$ cat src/hw/rtl/pcm_pkg.sv
package pcm_pkg;

  localparam int unsigned PCM_PALETTE_DEPTH   = 256;
  localparam int unsigned PCM_VALUE_FRAC_BITS = 16;

  localparam int unsigned VALUE_W    = 48;
  localparam int unsigned INDEX_W    = 8;
  localparam int unsigned CHAN_W     = 8;
  localparam int unsigned CFG_ADDR_W = 3;
  localparam int unsigned CFG_DATA_W = 33;

  localparam int unsigned ROOT_IN_W  = 18;
  localparam int unsigned ROOT_STEPS = CHAN_W;

  localparam int unsigned FIFO_DEPTH = 32;

  typedef enum logic [CFG_ADDR_W-1:0] {
    REG_MAX_ITERATION   = 3'd0,
    REG_ITERATION_SCALE = 3'd1,
    REG_COLOR_OFFSET    = 3'd2,
    REG_PALETTE_SIZE    = 3'd3,
    REG_GAMMA_ENABLE    = 3'd4
  } cfg_reg_t;

  localparam logic [32:0] MAX_ITERATION_RST   = 33'd1024;
  localparam logic [31:0] ITERATION_SCALE_RST = 32'd16777216;
  localparam logic [15:0] COLOR_OFFSET_RST    = 16'd0;
  localparam logic [8:0]  PALETTE_SIZE_RST    = 9'd1;
  localparam logic        GAMMA_ENABLE_RST    = 1'b0;

  typedef struct packed {
    logic [CHAN_W-1:0] red;
    logic [CHAN_W-1:0] green;
    logic [CHAN_W-1:0] blue;
    logic [CHAN_W-1:0] alpha;
  } pixel_t;

endpackage

$ cat src/hw/rtl/pcm_result_fifo.sv
module pcm_result_fifo import pcm_pkg::*; (
  input  logic   clk,
  input  logic   rst,
  input  logic   push,
  input  pixel_t push_data,
  input  logic   pop,
  output pixel_t pop_data,
  output logic   not_empty
);

  localparam int unsigned PtrW = $clog2(FIFO_DEPTH);

  pixel_t         slots [FIFO_DEPTH];
  logic [PtrW-1:0] wr_ptr;
  logic [PtrW-1:0] rd_ptr;
  logic [PtrW:0]   fill;

  always_ff @(posedge clk) begin
    if (rst) begin
      wr_ptr <= '0;
      rd_ptr <= '0;
      fill   <= '0;
    end else begin
      if (push) begin
        wr_ptr <= wr_ptr + 1'b1;
      end
      if (pop) begin
        rd_ptr <= rd_ptr + 1'b1;
      end
      if (push && !pop) begin
        fill <= fill + 1'b1;
      end else if (pop && !push) begin
        fill <= fill - 1'b1;
      end
    end
  end

  always_ff @(posedge clk) begin
    if (push) begin
      slots[wr_ptr] <= push_data;
    end
  end

  assign pop_data  = slots[rd_ptr];
  assign not_empty = (fill != '0);

endmodule

$ cat config.mk
export PLATFORM = sky130hd
export DESIGN_NAME = pcm_result_fifo
export DESIGN_NICKNAME = d
export VERILOG_FILES = /design/src/hw/rtl/pcm_pkg.sv /design/src/hw/rtl/pcm_result_fifo.sv
export SDC_FILE = /design/constraint.sdc
export NUM_CORES = 1
export LEC_CHECK = 0
export BUFFER_PORTS_ARGS = -buffer_cell sky130_fd_sc_hd__buf_2
export CAP_MARGIN = 20
export CORE_MARGIN = 2
export CORE_UTILIZATION = 45
export CTS_BUF_LIST = sky130_fd_sc_hd__clkbuf_2
export DETAILED_ROUTE_END_ITERATION = 12
export PLACE_DENSITY = 0.63
export SYNTH_ARGS = -nofsm -noshare
export SYNTH_HDL_FRONTEND = slang
export SYNTH_SLANG_ARGS = --single-unit
export TNS_END_PERCENT = 100
$ cat constraint.sdc
create_clock -name clk -period 8.6 [get_ports clk]
set_clock_uncertainty 0.05 [all_clocks]
set_input_delay 0.43 -clock clk [delete_from_list [all_inputs] [get_ports clk]]
set_output_delay 0.43 -clock clk [all_outputs]
set_load 0.01 [all_outputs]
# After elaboration in Yosys (flattened, before gate mapping)
# Memories as Yosys holds them, arrays and structs flattened. A register that Yosys moved wholly into a read port is not among the register bits.
# Index checks and enable logic that the tools add are counted.
# op_classes
div_mod_pow	0
n_mux	6
addsub	4
shift	0
n_bitwise	0
magnitude_cmp	0
eq_ne	0
n_reduce_logical	6
multipliers	0
# ops
cell	n
2-to-1 mux 6 bit	2
adder 5 x 1 -> 5 bit (second input constant)	2
2-to-1 mux 5 bit	2
adder 6 x 1 -> 6 bit (second input constant)	1
nonzero test 6 bit	1
subtractor 6 x 1 -> 6 bit (second input constant)	1
logical AND 1 bit	2
zero test 1 bit	2
2-to-1 mux 1 bit	2
nonzero test 2 bit	1
# totals
memories	1
ram_bits	1024
output_inout_bits	33
inputBits	36
latchBits	0
word_cells	20
romBits	0
regBits	16
# memory_table
memory	words	width	rd	rd_ports_with_merged_regs	write_ports	line_no	text
slots	32	32	1	1	1	pcm_result_fifo.sv:13	pixel_t slots [FIFO_DEPTH];

# Logic depth before layout (Yosys ltp)
# depth
word_depth	4
mapped_depth	9
mapped_depth_nobuf	8

# Worst setup path before layout
# OpenSTA, ideal clock, no wires.
# synth_timing
path_kind	register -> register
start	register wr_ptr[4]
end	memory slots[16][0] (netlist bit) (enable)
period_less_slack_ns	2.859
n_path_buf	1
setup_slack_ns	5.741
required_time_ns	8.129
arrival_time_ns	2.388
setup_ns	0.421
stages_incl_launch_ff	4
path_cell_list	dfxtp_1 clkbuf_1 or3b_2 nor2_1
# synth_lines
element	line_no	text
start: declaration	pcm_result_fifo.sv:14	logic [PtrW-1:0] wr_ptr;
start signal: assignment	pcm_result_fifo.sv:25	wr_ptr <= wr_ptr + 1'b1;
end: declaration	pcm_result_fifo.sv:13	
# Straight into the memory's write port.

==> out/metrics.cfg <==
[place]
dp.cells=3195
dpl.hpwl_mm=50.95
io_buffers=68
routabilityCongestion=0.7427

[setup_path]
crit_cells=6
path_common_cell=buf_4
reg2reg_from=wr_ptr[0]
path_max_fanout=45
path_cells=buf_4 > buf_4 > mux4_2 > a22o_1 > or4_1 > buf_2
endpoint_kind=output port
crit_end=pop_data[16]
cp_top_family=buffers and inverters
slowest_delay_ps=800
worstReg2RegEnd=slots[31][7]
cpMaxStageDelayCell=dfxtp_4
crit_path_start_kind=flop
crit_required_ps=8120
crit_buf_inv=3
critical_path_class=reg2out
reg2reg_depth=4
worst-r2r-setup-slack_ps=5660
cp.arrival_ps=5450

[floorplan]
rows=109
ios=69
initial_utilization=0.4552
core_mm2=0.08851
die_y_um=303.2
dieArea_mm2=0.09194
die_w_um=303.2

[job]
cap_violations=0

[final_layout]
final_common_cell=edfxtp_1
area_growth_pct=12.91
final_cell_count_no_fill=3715
fillers=7066
drive_gt1_frac=0.3382
fin_util=0.5139
nets=2411
layout_common_cells=edfxtp_1, clkbuf_2, mux2_2

[global_routing]
gr-usage-all-layers=0.2219
top_usage_layer=met2
grt_pass1_wl_mm=145.9
globalRouteMet2Util=0.3593
grt_overflow=0
grt_antenna_before_repair=8
grtUsageMet3=0.04812
grt.met1_usage=0.3038
grt_max_degree=199
grt_pass1_vias=21780

[power]
powerDensity_mw_per_mm2=203.7
peakVddDrop_uv=107.3
power_uw=9268
p_leak_uw=0.01449

[clock_network]
root_buffer=clkbuf_2
numCtsBuffers=238
htree_levels=4
cts.path.max_buffers=3
cts_tree=built
clkTransAtPathRegs_ps=110
cts_sinks=1045
cts_setup_buffers=0
cts_resized=0
clock_latency_ps=1480

[sta]
tightest_slew_ps=1250
clock.fmax_mhz=168.8
tns_ps=0
period_share=0.6890
setup_viol=0
rsz0062_at_grt=no
fin_crit_ps=5925
maxSlewHeadroom=0.1669
hold_viol_final=0
drv_slew=0

[synth]
yosys.cell_types.count=42
synth.avg_cell_area_um2=19.80
synthCells=2035
yosys_warnings=0
synth_nets=2082
synth-seq-area-share=0.7737
syn_area_mm2=0.04029
ys_seq_elements=1045

[detailed_routing]
avgRoutedWirePerCell_um=27.25
vias_per_cell=5.753
drc=0
dr.first_iter.drc_count=2288
first_pass_iters=6
ant_nets=0
num_vias=21370
wirelength_mm=101.3

[run_status]
status=complete, no violations

[worst_hold_path]
holdCritPathClass=in2reg
hold_start=rst

cells in the mapped netlist:
cell,n,area share
a21oi_1,3,0.00037
buf_6,10,0.0028
buf_4,2,0.00037
nand3_1,3,0.00037
nor2_1,52,0.0048
or3b_2,2,0.00043
o211ai_1,1,0.00019
or3_1,1,0.00016
a21o_1,3,0.00056
o22ai_1,64,0.0099
nand3b_1,4,0.00075
nand2b_1,2,0.00031
xor2_1,8,0.0017
nor3b_1,1,0.00019
dfxtp_1,21,0.010
a22o_1,64,0.014
o21a_1,2,0.00037
and3_1,1,0.00016
nor2b_1,66,0.010
nor4_1,2,0.00031
o21ai_0,64,0.0080
a211oi_1,64,0.012
and4b_1,1,0.00025
or4_1,33,0.0061
clkbuf_1,74,0.0069
nand2_1,15,0.0014
mux2_2,193,0.054
xnor2_1,2,0.00043
ha_1,10,0.0031
o31ai_1,1,0.00019
edfxtp_1,1024,0.76
mux4_2,128,0.072
buf_1,21,0.0020
a211o_1,2,0.00043
or2_2,1,0.00016
inv_1,5,0.00047
nand4_1,3,0.00047
buf_2,13,0.0016
nor3_1,64,0.0080
fa_1,1,0.00050
a311oi_1,1,0.00022
mux2i_1,3,0.00075
metrics by stage:
stage	hold WS [ps]	cell area [µm²]	setup WS, ps
after floorplan	408.3	40290	5741
after global placement	425.8	42220	4014
after detailed placement	437.3	42220	3990
after CTS	18.40	45220	2375
after global routing	67.19	45490	2201
final	190.7	45490	2675
worst min path at each step:
stage / to / slack [ps] / cells after the start
after global placement: fill[2] / 430 / 2
after detailed placement: fill[3] / 440 / 2
after global routing: wr_ptr[0] / 70 / 4
final: wr_ptr[0] / 190 / 4
after CTS: wr_ptr[0] / 20 / 4
after floorplan: fill[2] / 410 / 2
worst min-delay path, stage by stage:
cell	delay (ps)
dlygate4sd3_1	520
buf_2	130
nor2_1	50
dlygate4sd3_1	540
report_power, final:
part           internal [µW]  switching [µW]  total [µW]
sequential              5620            25.1        5650
combinational            241             341         582
clock                   1120            1920        3040
flip-flops by register name (all words and copies together) (netlist names), named ones only:
register	count
wr_ptr	5
slots	1024
rd_ptr	5
fill	6
timing repair:
| action | in CTS | in global routing |
|---|---|---|
| endpoints found under the setup margin | 0 | 0 |
| endpoints found under the hold margin | 1114 | 0 |
| hold buffers | 81 | 0 |
cell families (layout without fill, tap and decap cells):
family / Yosys count / after routing / synth area share
other cells: 0 / 4 / 0
xor+xnor: 10 / 10 / 0.002174
simple gates: 251 / 251 / 0.03413
fa+ha+maj: 11 / 11 / 0.003603
compound gates: 269 / 269 / 0.04606
mux: 324 / 324 / 0.1262
flops: 1045 / 1045 / 0.7737
buf+inv: 125 / 636 / 0.01410
area by class of cell:
class,instances,area [µm²],share of cell area
Antenna cell,4,10.01,0.0002200
Clock inverter,89,454.2,0.009985
Multi-Input combinational cell,865,8843,0.1944
Inverter,5,18.77,0.0004126
Clock buffer,333,1667,0.03664
Timing Repair Buffer,209,1861,0.04090
Tap cell,1165,1458,0.03204
Sequential cell,1045,31180,0.6854
metal layers:
metal | routed length (µm) | vias up | share of wire
met3 | 7241 | 121 | 0.072
li1 | - | 9202 | -
met5 | 13 | - | 0.00013
met4 | 1789 | 2 | 0.018
met2 | 50180 | 850 | 0.50
met1 | 42030 | 11200 | 0.42
No activity file was read; power rests on OpenSTA's default activity.
