File: config.mk
export PLATFORM = sky130hd
export DESIGN_NAME = pcm_gamma_root
export DESIGN_NICKNAME = d
export VERILOG_FILES = /design/src/hw/rtl/pcm_pkg.sv /design/src/hw/rtl/pcm_gamma_root.sv
export SDC_FILE = /design/constraint.sdc
export NUM_CORES = 1
export LEC_CHECK = 0
export BUFFER_PORTS_ARGS = -buffer_cell sky130_fd_sc_hd__buf_2
export CORE_ASPECT_RATIO = 0.7
export CORE_MARGIN = 3
export CORE_UTILIZATION = 51
export DETAILED_ROUTE_END_ITERATION = 10
export PLACE_DENSITY = 0.67
export REMOVE_ABC_BUFFERS = 1
export SLEW_MARGIN = 20
export SYNTH_ARGS = -nofsm -noshare
export SYNTH_HDL_FRONTEND = slang
export SYNTH_SLANG_ARGS = --single-unit
File: constraint.sdc
create_clock -name clk -period 6.35 [get_ports clk]
set_clock_uncertainty 0.05 [all_clocks]
set_input_delay 0.635 -clock clk [delete_from_list [all_inputs] [get_ports clk]]
set_output_delay 0.635 -clock clk [all_outputs]
set_load 0.005 [all_outputs]
File: src/hw/rtl/pcm_pkg.sv
package pcm_pkg;

  localparam int unsigned PCM_PALETTE_DEPTH   = 256;
  localparam int unsigned PCM_VALUE_FRAC_BITS = 16;

  localparam int unsigned VALUE_W    = 48;
  localparam int unsigned INDEX_W    = 8;
  localparam int unsigned CHAN_W     = 8;
  localparam int unsigned CFG_ADDR_W = 3;
  localparam int unsigned CFG_DATA_W = 33;

  localparam int unsigned ROOT_IN_W  = 18;
  localparam int unsigned ROOT_STEPS = CHAN_W;

  localparam int unsigned FIFO_DEPTH = 32;

  typedef enum logic [CFG_ADDR_W-1:0] {
    REG_MAX_ITERATION   = 3'd0,
    REG_ITERATION_SCALE = 3'd1,
    REG_COLOR_OFFSET    = 3'd2,
    REG_PALETTE_SIZE    = 3'd3,
    REG_GAMMA_ENABLE    = 3'd4
  } cfg_reg_t;

  localparam logic [32:0] MAX_ITERATION_RST   = 33'd1024;
  localparam logic [31:0] ITERATION_SCALE_RST = 32'd16777216;
  localparam logic [15:0] COLOR_OFFSET_RST    = 16'd0;
  localparam logic [8:0]  PALETTE_SIZE_RST    = 9'd1;
  localparam logic        GAMMA_ENABLE_RST    = 1'b0;

  typedef struct packed {
    logic [CHAN_W-1:0] red;
    logic [CHAN_W-1:0] green;
    logic [CHAN_W-1:0] blue;
    logic [CHAN_W-1:0] alpha;
  } pixel_t;

endpackage

File: src/hw/rtl/pcm_gamma_root.sv
module pcm_gamma_root import pcm_pkg::*; (
  input  logic                 clk,
  input  logic [ROOT_IN_W-1:0] radicand,
  output logic [CHAN_W-1:0]    root
);

  // One result bit per stage: keep the largest n with (2n-1)^2 <= radicand.
  logic [ROOT_IN_W-1:0] rad_q  [ROOT_STEPS];
  logic [CHAN_W-1:0]    part_q [ROOT_STEPS];

  for (genvar s = 0; s < ROOT_STEPS; s++) begin : g_step
    logic [ROOT_IN_W-1:0] rad_in;
    logic [CHAN_W-1:0]    part_in;
    logic [CHAN_W-1:0]    trial;
    logic [ROOT_IN_W-1:0] odd;
    logic [ROOT_IN_W-1:0] odd_sq;

    if (s == 0) begin : g_first
      assign rad_in  = radicand;
      assign part_in = '0;
    end else begin : g_next
      assign rad_in  = rad_q[s-1];
      assign part_in = part_q[s-1];
    end

    assign trial  = part_in | (CHAN_W'(1) << (CHAN_W - 1 - s));
    assign odd    = {{(ROOT_IN_W-CHAN_W-1){1'b0}}, trial, 1'b0} - ROOT_IN_W'(1);
    assign odd_sq = odd * odd;

    always_ff @(posedge clk) begin
      rad_q[s]  <= rad_in;
      part_q[s] <= (odd_sq <= rad_in) ? trial : part_in;
    end
  end

  assign root = part_q[ROOT_STEPS-1];

endmodule

=== Yosys cells after proc, flatten, opt, wreduce, memory -nomap -nowiden ===
Memories as Yosys holds them, arrays and structs flattened.
Index checks and enable logic that the tools add are counted.

* Register bits after elaboration: 0
* Output and inout port bits: 8
* Word-level logic and storage cells: 32
* RAM bits: 208
* Input port bits: 19
* Memories kept: 2

* Add/sub/neg operators: 7
* Order comparisons: 8
* Multiplexer cells: 8
* Multiply operators: 7

{| class="wikitable"
|+ Memories
! name !! words !! width !! rd ports !! clocked after memory_dff !! write ports !! line !! text
|-
| rad_q || 8 || 18 || 7 || 0 || 8 || pcm_gamma_root.sv:8 || <nowiki>logic [ROOT_IN_W-1:0] rad_q [ROOT_STEPS];</nowiki>
|-
| part_q || 8 || 8 || 8 || 0 || 8 || pcm_gamma_root.sv:9 || <nowiki>logic [CHAN_W-1:0] part_q [ROOT_STEPS];</nowiki>
|}

{| class="wikitable"
|+ Operators with widths
! cell !! number
|-
| 18-bit less-or-equal comparator || 7
|-
| 10-bit by 10-bit multiplier with 18-bit output || 6
|-
| 9-bit by 1-bit subtractor with 10-bit output (second input constant) || 7
|-
| 16-bit by 18-bit less-or-equal comparator with 1-bit output (first input constant) || 1
|-
| 18-bit by 18-bit multiplier with 18-bit output || 1
|-
| 8-bit two-way mux || 1
|-
| 7-bit two-way mux || 1
|-
| 6-bit two-way mux || 1
|-
| 5-bit two-way mux || 1
|-
| 4-bit two-way mux || 1
|-
| 3-bit two-way mux || 1
|-
| 2-bit two-way mux || 1
|-
| 1-bit two-way mux || 1
|}

=== Logic depth before layout (Yosys ltp) ===
Gate-level depths: netlist (run 1).
An unclocked memory read counts as a cell.

* Depth in word-level cells: 5
* Mapped depth: 24
* Gate-level depth less buffers: 24

=== Least setup slack after synthesis (run 1) ===
Ideal clock, no wire load.

* Path kind: reg2reg
* From: memory part_q[3][6] (netlist: part_q[0][30])
* To: memory part_q[4][3] (netlist: part_q[1][3])
* Setup time: 0.087 ns
* Clock period less this slack: 5.382 ns
* Required time: 6.213 ns
* Arrival: 5.245 ns
* Slack: 0.968 ns
* Stages on the path, launching flop included: 20
* Buffers on the path: 0
* Cell sequence: dfxtp_1 > inv_1 > ha_1 > ha_1 > inv_1 > fa_1 > fa_1 > fa_1 > inv_1 > ha_1 > a21o_1 > a21oi_1 > o211ai_1 > a31o_2 > a21oi_1 > xnor2_1 > ha_1 > nand4_1 > or4_1 > o31ai_1

{| class="wikitable"
|+ RTL lines
! element !! line
|-
| start: declaration || pcm_gamma_root.sv:9
|}

==> flow_summary.json, run 1 <==
{
  "track_usage_pct": 18.8,
  "synth_most_common_cell": "ha_1",
  "die_w_um": 199,
  "async_reset_ff_share_pct": 0,
  "syn_inst": 1347,
  "crit_top_cell": "ha_1",
  "synth_seq_cells": 162,
  "port-buffer-count": 26,
  "relSlewSlack_pct": 63.4,
  "worstPathMaxFanout": 10,
  "via_per_inst": 5.13,
  "rsz0062_at_grt": "false",
  "grt_pass1_wl_mm": 42.8,
  "status": "finished, final reports clean",
  "path_cells": "inv_1, ha_1, ha_1, inv_1, fa_1, fa_1, fa_1, inv_1, ha_1, a21o_1, a21oi_1, o211ai_1, a31o_2, a21oi_1, xnor2_1, ha_1, nand4_1, or4_1, o31ai_1",
  "cp.arrival_ns": 6.05,
  "tightest_slew_ns": 0.549,
  "cts-root-buf": "clkbuf_16",
  "gp_congestion": 0.845,
  "path_clk_slew_ns": 0.07,
  "first_pass_iters": 5,
  "coreArea_sq_um": 25100,
  "die_area_sq_um": 28000,
  "final_nets": 1829,
  "r2r_slack_ns": 0.58,
  "yosys-top-cells-area": "ha_1 (30%), dfxtp_1 (24%), fa_1 (13%)",
  "r2r_cells": 19,
  "fmax_mhz": 173,
  "min_period_ns": 5.77,
  "ctsResizeCount": 0,
  "layout-drive-gt1-share_pct": 6.51,
  "whs_path_depth": 1,
  "path_class": "reg2reg",
  "cts.sinks": 162,
  "post_synth_num_cell_types": 63,
  "ys_seq_area_share_pct": 24.4,
  "whs_endpoint": "rad_q[0][13]",
  "drt_iter0_markers": 384,
  "cts_buffers": 17,
  "insertedDiodeCount": 0,
  "grt_antenna_before_repair": 0,
  "endpoint_kind": "flip-flop",
  "synth_top_cell_area_share_pct": 30.2,
  "avgSynthCellArea_sq_um": 9.86,
  "syn-cell-area_sq_um": 13300,
  "synthTopCellsByCount": "ha_1 (321), inv_1 (279), dfxtp_1 (162)",
  "hold_buffers": 0,
  "clk_latency_ns": 0.43,
  "hold_path.class": "in2reg",
  "die_h_um": 141,
  "hold_start": "radicand[13]",
  "slowest_stage": "dfxtp_1",
  "setup_violations": 0,
  "cap_violations": 0,
  "pin_count": 27,
  "rows": 48,
  "yosysTopAreaCell": "ha_1",
  "drt_wl_total_mm": 25.0,
  "setup_tns_ns": 0,
  "grt_overflow": 0,
  "maxSlewViolCount": 0,
  "cp.required_ns": 6.63,
  "grt_pass1_vias": 8992,
  "drc": 0,
  "synth-edff-count": 0,
  "regToRegStartpoint": "part_q[0][28]",
  "ys.flop_type": "dfxtp_1",
  "cts_tree": "yes",
  "htree_levels": 4,
  "reg2reg_to": "part_q[1][3]",
  "hold_viol": 0,
  "area_growth_pct": 9.09,
  "dp_hpwl_mm": 21.1,
  "wire_per_inst_um": 14.4,
  "cts_buffer_depth": 2,
  "crit_path_start_kind": "flip-flop",
  "period_share_pct": 90.8,
  "ant_nets": 0,
  "grt_max_degree": 17,
  "max_stage_delay_ns": 0.53,
  "postCtsSetupRepairBufs": 0,
  "route.vias.total": 8917,
  "yosysWarnings": 0,
  "initial_core_util_pct": 52.9
}
-- cells in the final DEF, fill, tap and decap left out, types with 8 or more instances in the layout --
cell       instances
nand2b_1          11
xnor2_1           50
fa_1              88
buf_2             26
ha_1             321
a21o_1            38
xor2_1            28
nor2b_1           15
nand2_1           40
o21ai_1           11
nor2_1            46
clkbuf_16         17
nor4_1             8
nand3_1           10
nand4_1           23
o21ai_0           34
inv_1            279
dfxtp_1          162
and2_1            23
a21oi_1           55
buf_4             11
-- final cells by class --
cell class	count	area (sq um)
clock buffers	18	429
clock inverters	13	166
fillers	2178	10600
inverters	279	1050
multi-input cells	904	8980
flip-flops and latches	162	3240
well taps	325	407
repair buffers	37	213
-- metrics by stage --
step	std cells	area (sq um)	hold WS [ns]	worst slack [ns]	util, %
2_1_floorplan	1345	13300	0.273	0.968	-
3_3_place_gp	1707	13900	0.281	0.605	55.3
3_5_place_dp	1707	13900	0.285	0.561	55.3
4_1_cts	1738	14500	0.242	0.558	57.7
5_1_grt	1738	14500	0.249	0.261	57.7
6_report	1738	14500	0.266	0.582	57.7
-- flip-flops by register name, indices dropped and copies added, names as in the netlist --
register	cells
rad_q	126
part_q	36
-- cell families (layout without fill, tap and decap cells) --
group	Yosys count	in the layout	synth area share (%)
simple gates	211	211	8.39
xor+xnor	78	78	5.14
mux	4	4	0.320
flops	162	162	24.4
buf+inv	281	347	7.94
fa+ha+maj	409	409	43.5
compound gates	202	202	10.3
-- worst max-delay path: cells and delay by family, from the launching register on --
kind            cells  cell delay, ns
fa+ha+maj           7            2.83
compound gates      6            1.13
simple gates        2            0.68
flops               1            0.53
buf+inv             3            0.33
xor+xnor            1            0.10
-- per-layer routing --
metal	up-vias	GRT usage (%)	share of wire, %
met2	104	30.2	45
met4	0	3.44	0.61
li1	4571	-	-
met5	-	0	0
met1	4231	27.3	52
met3	11	2.87	2.5
-- worst max-delay path by stage --
stage / start / to / slack, ns / cells past startpoint
final: part_q[0][28] / part_q[1][3] / 0.58 / 19
after global routing: part_q[1][21] / part_q[1][24] / 0.26 / 23
after CTS: part_q[0][28] / part_q[1][3] / 0.56 / 19
after detailed placement: part_q[0][28] / part_q[1][3] / 0.56 / 19
after global placement: part_q[0][21] / part_q[0][28] / 0.61 / 19
after floorplan: part_q[0][30] / part_q[1][3] / 0.97 / 19
Power of run 1 is left out: the tool's default activity adds up to more than one toggle a clock period on the data nets, which glitch-free logic cannot reach.
==> inputs of run 2 (changes only) <==
PLACE_DENSITY = 0.7   (was 0.67)
RECOVER_POWER = 100   (was default)
clock period = 4.9 ns   (was 6.35 ns; I/O delays follow)
==> run 2 against run 1 <==
Effect of this change:
- the flow now finishes with violations (setup timing)
- critical path depth increased by 2
- hold slack worse by 0.15 ns
- first-iteration DRC count decreased by 1.8%
- design area up 16%
- wire length up 23%
- global-route usage grew 3.6 points
- flip-flop and latch count unchanged
- die area is the same
- clock-buffer cell count unchanged
- critical path type unchanged
==> flow_summary.json, run 2 (synthesis gave the netlist of run 1 again) <==
{
  "status": "finished, violations left",
  "violations": "setup timing",
  "place_ws_ns": -0.824,
  "min_period_ns": 5.23,
  "grt_overflow": 0,
  "largest_register": "rad_q",
  "cts_buffer_depth": 2,
  "r2r_cells": 21,
  "endpoint_kind": "flip-flop",
  "drt_wl_total_mm": 30.8,
  "port-buffer-count": 26,
  "layout_commonest_cell": "ha_1",
  "whs_endpoint": "rad_q[0][8]",
  "met1_usage_pct": 30.4,
  "crit_path_start_kind": "flip-flop",
  "rsz0062_at_grt": "true",
  "dp_hpwl_mm": 23.6,
  "ff_latch_area_sq_um": 3290,
  "cap_violations": 0,
  "r2r_slack_ns": -0.33,
  "route.vias.total": 10000,
  "via_per_inst": 5.20,
  "finalWorstSetupSlack_ns": -0.329,
  "cts_buffers": 17,
  "cts-root-buf": "clkbuf_16",
  "hold_path.class": "in2reg",
  "tightest_slew_ns": 0.528,
  "pin_count": 27,
  "crit_family": "adder cells",
  "rows": 48,
  "drt_iter0_markers": 377,
  "fin_cells": 1924,
  "reg.largest.list": "rad_q (126), part_q (36)",
  "cts_tree": "yes",
  "die_area_sq_um": 28000,
  "grt_pass1_vias": 10500,
  "whs_path_depth": 1,
  "htree_levels": 4,
  "maxSlewViolCount": 0,
  "worstPathMaxFanout": 4,
  "first_pass_iters": 5,
  "die_w_um": 199,
  "relSlewSlack_pct": 64.7,
  "clk_latency_ns": 0.43,
  "drc": 0,
  "ant_nets": 0,
  "cp_num_buf_inv": 4,
  "layout_common_cells": "ha_1 (273), inv_1 (257), buf_4 (181)",
  "nFillCells": 1849,
  "grt_antenna_before_repair": 0,
  "setup_violations": 5,
  "path_class": "reg2reg",
  "hold_viol": 0,
  "slowest_stage": "fa_1",
  "gp_congestion": 0.859,
  "period_share_pct": 107,
  "cp.arrival_ns": 5.48,
  "placedCellCount": 1864,
  "grtUsageMet2_pct": 38.1,
  "fmax_mhz": 191,
  "cp.required_ns": 5.15,
  "area_growth_pct": 26.9,
  "multi_input_area_sq_um": 9860,
  "path_cells": "ha_4, fa_1, inv_1, fa_1, inv_1, fa_1, inv_1, fa_1, inv_1, ha_4, a211oi_4, o21ai_2, o311ai_4, o22ai_2, nand3_1, o311ai_2, ha_1, nand4_1, nor2_2, a21oi_1, a31o_2",
  "final_nets": 2013,
  "grt_max_degree": 20,
  "grt_util_met3_pct": 3.66,
  "coreArea_sq_um": 25100,
  "die_h_um": 141,
  "fin_util_pct": 67.1,
  "largest_reg_flops": 126,
  "grt_pass1_wl_mm": 50.7,
  "initial_core_util_pct": 52.9,
  "path_clk_slew_ns": 0.07,
  "busiest_layer": "met2",
  "layout-drive-gt1-share_pct": 26.1,
  "regToRegStartpoint": "part_q[1][3]",
  "cts.sinks": 162,
  "track_usage_pct": 22.4,
  "hold_start": "radicand[8]",
  "max_stage_delay_ns": 0.50,
  "reg2reg_to": "part_q[1][10]",
  "wire_per_inst_um": 16.0
}
run 2: cell types whose count changed in the layout (fill, tap and decap cells not counted), moves of 20 or more:
cell | previous run | this run
dfxtp_1 | 162 | 141
inv_1 | 279 | 257
inv_2 | 0 | 20
buf_4 | 11 | 181
ha_1 | 321 | 273
ha_4 | 0 | 42
run 2: area by class of cell:
class / count / area share, %
multi-input cells: 904 / 58.5
clock buffers: 18 / 2.61
inverters: 279 / 6.24
clock inverters: 14 / 1.02
repair buffers: 221 / 9.70
diodes: 1 / 0.0149
well taps: 325 / 2.41
flip-flops and latches: 162 / 19.5
run 2: worst max path at each step:
stage / slack (ns) / start / end / cells after the start
global placement: -0.80 / part_q[1][3] / part_q[1][10] / 20
detailed placement: -0.82 / part_q[1][3] / part_q[1][10] / 20
finish: -0.33 / part_q[1][3] / part_q[1][10] / 21
floorplan: -0.48 / part_q[0][30] / part_q[1][3] / 19
CTS: -0.30 / part_q[1][11] / part_q[1][17] / 20
global route: -0.47 / part_q[1][5] / part_q[1][10] / 22
run 2: repair_timing:
item | CTS | global route
pin swaps | 129 | 57
hold buffers | 0 | 0
setup buffers | 16 | 12
gates resized for setup | 169 | 41
setup endpoints to repair | 5 | 5
run 2: through the flow:
stage	TNS, ns	hold slack, ns	area (sq um)
final	-1.06	0.115	16800
after global routing	-1.96	0.105	16800
after CTS	-1.17	0.105	16600
after detailed placement	-2.77	0.282	15100
after global placement	-2.24	0.278	15100
after floorplan	-1.77	0.273	13300
run 2: layer usage:
layer | routed length, um | share of wire [%]
met2 | 14600 | 47
met5 | 0 | 0
met4 | 508 | 1.6
met3 | 989 | 3.2
met1 | 14700 | 48
Power of run 2 is left out for the same reason.
